--- src/huffman_code_builder_defines.svh ---
// Assertion macros for the code builder.
`ifndef HUFFMAN_CODE_BUILDER_DEFINES_SVH
`define HUFFMAN_CODE_BUILDER_DEFINES_SVH
`ifndef SYNTH
`define HCB_CHECK(name, expr) \
    name: assert property (@(posedge aclk) disable iff (!aresetn) (expr)) \
        else $error("code builder check failed");
`define HCB_CHECK_IMP(name, cond, expr) \
    name: assert property (@(posedge aclk) disable iff (!aresetn) (cond) |-> (expr)) \
        else $error("code builder check failed");
`else
`define HCB_CHECK(name, expr)
`define HCB_CHECK_IMP(name, cond, expr)
`endif
`endif

--- src/hcb_pkg.sv ---
package hcb_pkg;

    localparam int MAX_SYMBOLS_DEF   = 64;
    localparam int MAX_CODE_BITS_DEF = 63;
    localparam int SYM_W             = 8;
    localparam int FREQ_W            = 32;
    localparam int WEIGHT_W          = 38;
    localparam int CODE_W            = 63;
    localparam int LEN_W             = 6;
    localparam int DEPTH_W           = 7;

    typedef enum logic [23:0] {
        S_IDLE   = 24'h000001,
        S_INIT   = 24'h000002,
        S_HP     = 24'h000004,
        S_LDX    = 24'h000008,
        S_SD_L   = 24'h000010,
        S_SD_R   = 24'h000020,
        S_SD_WR  = 24'h000040,
        S_SD_CMP = 24'h000080,
        S_MG     = 24'h000100,
        S_TK0    = 24'h000200,
        S_TK1    = 24'h000400,
        S_TK2    = 24'h000800,
        S_ADD    = 24'h001000,
        S_IN_CHK = 24'h002000,
        S_IN_P   = 24'h004000,
        S_IN_CMP = 24'h008000,
        S_WR0    = 24'h010000,
        S_WR1    = 24'h020000,
        S_EX     = 24'h040000,
        S_ACT    = 24'h080000,
        S_PSH    = 24'h100000,
        S_POP    = 24'h200000,
        S_LD     = 24'h400000,
        S_DONE   = 24'h800000
    } state_t;

    typedef struct packed {
        state_t step;
        logic   take_b;
        logic   in_fire;
    } cmd_t;

    typedef struct packed {
        logic init_last;
        logic hp_zero;
        logic sd_leaf;
        logic sd_stop;
        logic heap_multi;
        logic heap_zero;
        logic in_root;
        logic in_stop;
        logic node_leaf;
        logic out_free;
        logic sp_zero;
    } sts_t;

endpackage

--- src/hcb_ctrl.sv ---
module hcb_ctrl (
    input  logic         aclk,
    input  logic         aresetn,
    input  logic         s_valid,
    input  logic         s_final_entry,
    input  hcb_pkg::sts_t sts,
    output hcb_pkg::cmd_t cmd,
    output logic         s_ready
);
    import hcb_pkg::*;

    typedef enum logic [1:0] {
        CTX_HEAPIFY = 2'd0,
        CTX_TAKE_A  = 2'd1,
        CTX_TAKE_B  = 2'd2
    } ctx_t;

    state_t state_reg, state_next, ret_state;
    ctx_t   ctx_reg, ctx_next;
    logic   in_fire;

    assign s_ready     = (state_reg == S_IDLE);
    assign in_fire     = s_valid && s_ready;
    assign cmd.step    = state_reg;
    assign cmd.take_b  = (ctx_reg == CTX_TAKE_B);
    assign cmd.in_fire = in_fire;

    always_comb begin
        case (ctx_reg)
            CTX_HEAPIFY: ret_state = S_HP;
            CTX_TAKE_A:  ret_state = S_TK0;
            default:     ret_state = S_ADD;
        endcase
    end

    always_comb begin
        state_next = state_reg;
        ctx_next   = ctx_reg;
        case (state_reg)
            S_IDLE: begin
                if (in_fire && s_final_entry) begin
                    state_next = S_INIT;
                    ctx_next   = CTX_HEAPIFY;
                end
            end
            S_INIT:   if (sts.init_last) state_next = S_HP;
            S_HP:     state_next = sts.hp_zero ? S_MG : S_LDX;
            S_LDX:    state_next = S_SD_L;
            S_SD_L: begin
                if (sts.sd_leaf) begin
                    state_next = ret_state;
                    if (ctx_reg == CTX_TAKE_A) ctx_next = CTX_TAKE_B;
                end else begin
                    state_next = S_SD_R;
                end
            end
            S_SD_R:   state_next = S_SD_WR;
            S_SD_WR:  state_next = S_SD_CMP;
            S_SD_CMP: begin
                if (sts.sd_stop) begin
                    state_next = ret_state;
                    if (ctx_reg == CTX_TAKE_A) ctx_next = CTX_TAKE_B;
                end else begin
                    state_next = S_SD_L;
                end
            end
            S_MG: begin
                if (sts.heap_multi) begin
                    state_next = S_TK0;
                    ctx_next   = CTX_TAKE_A;
                end else begin
                    state_next = S_WR0;
                end
            end
            S_TK0:    state_next = S_TK1;
            S_TK1:    state_next = S_TK2;
            S_TK2:    state_next = S_LDX;
            S_ADD:    state_next = S_IN_CHK;
            S_IN_CHK: state_next = sts.in_root ? S_MG : S_IN_P;
            S_IN_P:   state_next = S_IN_CMP;
            S_IN_CMP: state_next = sts.in_stop ? S_MG : S_IN_CHK;
            S_WR0:    state_next = S_WR1;
            S_WR1:    state_next = S_EX;
            S_EX:     state_next = S_ACT;
            S_ACT: begin
                if (!sts.node_leaf) begin
                    state_next = S_PSH;
                end else if (sts.out_free) begin
                    state_next = sts.sp_zero ? S_DONE : S_POP;
                end
            end
            S_PSH:    state_next = S_POP;
            S_POP:    state_next = S_LD;
            S_LD:     state_next = S_EX;
            S_DONE:   state_next = S_IDLE;
            default:  state_next = S_IDLE;
        endcase
    end

    always_ff @(posedge aclk) begin
        if (!aresetn) begin
            state_reg <= S_IDLE;
            ctx_reg   <= CTX_HEAPIFY;
        end else begin
            state_reg <= state_next;
            ctx_reg   <= ctx_next;
        end
    end

endmodule

--- config.mk ---
export PLATFORM = sky130hd
export DESIGN_NAME = hcb_ctrl
export DESIGN_NICKNAME = d
export VERILOG_FILES = /design/src/huffman_code_builder_defines.svh /design/src/hcb_pkg.sv /design/src/hcb_ctrl.sv
export SDC_FILE = /design/constraint.sdc
export NUM_CORES = 1
export LEC_CHECK = 0
export BUFFER_PORTS_ARGS = -buffer_cell sky130_fd_sc_hd__buf_2
export CAP_MARGIN = 40
export CORE_MARGIN = 10
export CORE_UTILIZATION = 35
export CTS_CLUSTER_SIZE = 28
export DETAILED_ROUTE_END_ITERATION = 8
export GPL_TIMING_DRIVEN = 0
export SLEW_MARGIN = 40
export SYNTH_ARGS = -nofsm -noshare
export SYNTH_HDL_FRONTEND = slang
export SYNTH_SLANG_ARGS = --single-unit
--- constraint.sdc ---
create_clock -name aclk -period 2.7 [get_ports aclk]
set_input_delay 0.675 -clock aclk [delete_from_list [all_inputs] [get_ports aclk]]
set_output_delay 0.675 -clock aclk [all_outputs]
set_load 0.05 [all_outputs]
==> After elaboration in Yosys (flattened, before gate mapping) <==
Index checks and enable logic that the tools add are counted.
{ "classes": {"addsub": 0, "n_mul": 0, "div_mod_pow": 0, "n_lt_le_gt_ge": 0, "n_eq_ne": 31, "shifts": 0, "n_mux": 19, "bitwise_logic": 0, "n_reduce_logical": 7} }
{ "ops": {"columns": ["op", "count"], "rows": [
  ["$pmux 24 s22", 1],
  ["$mux 24", 7],
  ["$pmux 13 s2", 1],
  ["$eq 24x1->1 const B", 1],
  ["$eq 24x10->1 const B", 1],
  ["$eq 24x11->1 const B", 1],
  ["$eq 24x12->1 const B", 1],
  ["$eq 24x13->1 const B", 1],
  ["$eq 24x14->1 const B", 1],
  ["$eq 24x15->1 const B", 1],
  ["$eq 24x16->1 const B", 1],
  ["$eq 24x17->1 const B", 1],
  ["$eq 24x18->1 const B", 1],
  ["$eq 24x19->1 const B", 1],
  ["$eq 24x2->1 const B", 1],
  ["$eq 24x20->1 const B", 1],
  ["$eq 24x21->1 const B", 1],
  ["$eq 24x22->1 const B", 1],
  ["$eq 24x23->1 const B", 1],
  ["$eq 24x3->1 const B", 1],
  ["$eq 24x4->1 const B", 1],
  ["$eq 24x5->1 const B", 1],
  ["$eq 24x6->1 const B", 1],
  ["$eq 24x7->1 const B", 1],
  ["19 further kinds", 27]
]} }
{ "word_totals": {"ff_bits": 26, "latchBits": 0, "ram_bits": 0, "romBits": 0, "output_inout_bits": 27, "word_cells": 59, "n_memories": 0} }

==> Depth between registers and ports, before layout <==
{ "logic_depth": {"ltp_word": 5, "ltp_mapped": 8} }

==> Least setup slack after synthesis <==
Ideal clock, no wire load.
{ "synth_path": {"path_kind": "register to output", "start": "reg state_reg[4]", "end": "out cmd[0] (netlist name)", "t_arrival_ps": 2909, "required_time_ps": 2025, "setup_slack_ps": -884, "stages_incl_launch_ff": 7, "n_path_buf": 2, "path_cell_list": "dfxtp_1 clkbuf_1 nor4_4 nand2_1 nor3_1 and2_1 buf_4"} }
{ "synth_via": {"elab_chain_len": 2} }
{ "synth_lines": {"columns": ["item", "line_no", "text"], "rows": [
  ["from (decl)", "hcb_ctrl.sv:18", "state_t state_reg, state_next, ret_state;"],
  ["from (signal assigned)", "hcb_ctrl.sv:105", "state_reg <= state_next;"],
  ["$eq 24x1->1", "hcb_ctrl.sv:22", "assign s_ready = (state_reg == S_IDLE);"],
  ["named net s_ready", "hcb_ctrl.sv:8", "output logic s_ready"],
  ["$logic_and 1x1->1", "hcb_ctrl.sv:23", "assign in_fire = s_valid && s_ready;"],
  ["to (decl)", "hcb_ctrl.sv:7", "output hcb_pkg::cmd_t cmd,"]
]} }
The timed path passes the listed nets, and every way through them passes these cells.

==> Worst setup path after layout <==
{ "layout_path": {"start": "reg state_reg[22]", "end": "out cmd[0] (netlist name)"} }
{ "layout_via": {"elab_chain_len": 2} }
{ "layout_lines": {"columns": ["item", "line_no"], "rows": [
  ["$eq 24x1->1", "hcb_ctrl.sv:22"],
  ["$logic_and 1x1->1", "hcb_ctrl.sv:23"]
]} }
No other way between the ends.

==> results.sh <==
export IMPL_grt_ovfl_total=0
export IMPL_timing_critical_path_arrival_ps=1900
export IMPL_primary_ff_master_synth="sky130_fd_sc_hd__dfxtp_1"
export IMPL_asyncSetResetFlopFracSynth_pct=0
export IMPL_place_port_buffers=40
export IMPL_critPathKind="reg -> out"
export IMPL_layout_area_seq_um2=530.5
export IMPL_dpl_cell_area_um2=1969
export IMPL_cts_htree_levels=1
export IMPL_grt_antenna_before_repair=0
export IMPL_share_seq_of_total_power_pct=39.5
export IMPL_number_of_global_route_vias_before_repair=1576
export IMPL_power_switching_uw=385.4
export IMPL_critical_path_max_stage_delay_ps=430
export IMPL_tightestPinTransition_ps=571.6
export IMPL_route_detailed_vias_per_inst=5.565
export IMPL_grt_setup_unrepaired="false"
export IMPL_grt_max_degree=15
export IMPL_largest_register_ff_count=24
export IMPL_power_frac_comb_pct=35.8
export IMPL_cts_root_buffer="sky130_fd_sc_hd__clkbuf_8"
export IMPL_p_clk_share_pct=24.6
export IMPL_timing_critical_path_max_delay_family="simple AND/OR/NAND/NOR gates"
export IMPL_internal_power_uw=656.0
export IMPL_tns_ps=0
export IMPL_startpoint_type="flop"
export IMPL_multiInputGateArea_um2=1122
export IMPL_globalplace_congestion=0.8297
export IMPL_yosysSeqAreaShare_pct=31.56
export IMPL_io_pins=42
export IMPL_synthesis_area_um2=1649
export IMPL_final_period_minus_worst_setup_slack_ps=2571
export IMPL_tritoncts_num_buffers=3
export IMPL_detailedPlacementHpwl_mm=3.663
export IMPL_tritoncts="built"
export IMPL_flow_area_growth_from_synthesis_pct=28.22
export IMPL_power_leakage_nw=0.9052
export IMPL_share_of_cells_above_drive_strength_1_pct=35.34
export IMPL_dieHeight_um=88.64
export IMPL_worst_ep_required_time_ps=2030
export IMPL_final_hold_violation_count=0
export IMPL_routed_wire_length_per_instance_um=15.79
export IMPL_cp_end_kind="output pin"
export IMPL_drtPass1Iterations=4
export IMPL_min_period_over_period_pct=95.21
export IMPL_insertion_delay_ps=270
export IMPL_worstHoldPathType="reg -> reg"
export IMPL_fin_hold_ws_ps=526.2
export IMPL_sw_frac_of_total_pct=37.01
export IMPL_drtIter0Drc=126
export IMPL_postLayoutCellArea_um2=2115
export IMPL_antennaDiodeCount=0
export IMPL_ys_warnings_count=0
export IMPL_avgSynthCellArea_um2=8.287
export IMPL_drv_max_cap_violation_count=0
export IMPL_clockBufferDepth=2
export IMPL_finalSetupViolCount=0
export IMPL_via_total_after_detailed_routing=1675
export IMPL_floorplan_initialDensity_pct=37.11
export IMPL_yosys_cell_types_count=53
export IMPL_worstPathCellList="nor4_4 > nand2_2 > nor3_4 > and2_4 > buf_6 > buf_8"
export IMPL_global_route_wire_length_before_repair_mm=7.803
export IMPL_synth_edf_count=0
export IMPL_timing_final_max_slew_violations=0
export IMPL_ys_seq_elements=26
export IMPL_vdd_ir_drop_worst_mv=0.2280
export IMPL_critPathMaxFanout=6
export IMPL_ant_nets_after_route=0
export IMPL_area_enclosed_by_the_die_boundary_um2=7857
export IMPL_std_cell_rows=24
export IMPL_run_status="finished, final reports clean"
export IMPL_route_final_wire_length_mm=4.754
export IMPL_cp_buffers_inverters=2
export IMPL_numClockSinks=26
export IMPL_postSynthNetCount=214
export IMPL_drc=0
export IMPL_relSlewSlack_pct=61.57
export IMPL_clock_skew_final_ps=1.674
export IMPL_worst_path_max_delay_cell="sky130_fd_sc_hd__nor4_4"
export IMPL_post_synth_inst_count=199
export IMPL_max_freq_mhz=389.0
export IMPL_finalNetCount=265
export IMPL_pwr_density_cell_nw_per_um2=492.5
export IMPL_fp_dieW_um=88.64
export IMPL_clkTransAtPathRegs_ps=90
export IMPL_num_fill_cells=444
export IMPL_track_usage_pct=12.27
export IMPL_core_area_um2=4444
-- cell type report --
type,count,area share (%)
repair buffers,47,12.43
flip-flops and latches,26,25.09
clock buffers,4,2.604
inverters,7,1.243
plain buffers,7,2.485
multi-input cells,158,53.08
well taps,52,3.077
-- power groups by stage --
stage | combinational (mW) | sequential, mW | clock, mW
global route | 0.405 | 0.415 | 0.272
floorplan | 0.228 | 0.445 | 0
global placement | 0.346 | 0.418 | 0
finish | 0.373 | 0.412 | 0.256
detailed placement | 0.345 | 0.418 | 0
CTS | 0.349 | 0.410 | 0.258
-- worst register-to-register path: stages, from the launching register on --
cell                      delay [ps]
sky130_fd_sc_hd__dfxtp_1         390
sky130_fd_sc_hd__or4_4           550
sky130_fd_sc_hd__or3_4           350
sky130_fd_sc_hd__nor4_4          320
sky130_fd_sc_hd__nand2_2         130
sky130_fd_sc_hd__o21ai_4         330
sky130_fd_sc_hd__buf_6           210
sky130_fd_sc_hd__nor3_1           60
-- stage by stage --
| stage | utilization, % | cells | total power [mW] | setup slack, ps |
|---|---|---|---|---|
| after CTS | 45.95 | 297 | 1.017 | 8.235 |
| after detailed placement | 44.31 | 291 | 0.7637 | 156.7 |
| after floorplan | - | 199 | 0.6726 | 0.1343 |
| after global placement | 44.31 | 291 | 0.7643 | 169.0 |
| after global routing | 47.58 | 301 | 1.091 | 0.005995 |
| final | 47.58 | 301 | 1.041 | 129.2 |
-- layer usage --
layer	GRT usage, %	part of all wire, %
met1	16.23	48
met2	19.28	45
met3	3.217	6.1
met4	3.084	1.0
met5	0	0
-- timing repair --
| item | CTS | global route |
|---|---|---|
| gates resized for setup | 1 | 7 |
| setup endpoints to repair | 1 | 2 |
| pin swaps | 2 | 5 |
| buffers inserted | 2 | 5 |
| hold buffers | 0 | 0 |
-- layout by cell type, fill, tap and decap left out, drive strengths merged, types with 4 or more instances in the layout --
cell	n
buf	51
dfxtp	26
nor2	23
nand2	19
nor4	16
nor3	12
o21ai	10
nand2b	7
a21oi	7
inv	7
clkbuf	7
nand3	6
xor2	5
nand4	4
nand4b	4
-- synth_stat cells (all sizes together) (4+ instances only) --
cell type  count  area, um2
dfxtp         26      520.5
nor2          23      86.33
nand2         19      83.83
nor4          16      170.2
nor3          12      60.06
o21ai         10      61.31
a21oi          7      35.03
inv            7      26.28
nand2b         7      43.79
nand3          6      30.03
xor2           5      43.79
buf            4      31.27
clkbuf         4      15.01
nand4          4      25.02
nand4b         4      35.03
-- logic make-up after synthesis --
family / after synthesis / synth area share [%]
and+or+nand+nor: 115 / 44.84
xor gates and xnor gates: 8 / 4.249
DFF: 26 / 31.56
buffers and inverters: 15 / 4.400
AOI/OAI and AO/OA: 35 / 14.95
-- final timing paths --
kind,from,end,slack [ps],cells past startpoint
max,state_reg[22]$_SDFFE_PN0P_,cmd[0],130,6
min,ctx_reg[1]$_SDFFE_PN0P_,state_reg[12]$_SDFFE_PN0P_,530,2
max reg2reg,state_reg[20]$_SDFFE_PN0P_,state_reg[15]$_SDFFE_PN0P_,230,7
min reg2reg,ctx_reg[1]$_SDFFE_PN0P_,state_reg[12]$_SDFFE_PN0P_,530,2
Power figures use the tool's default switching activity.
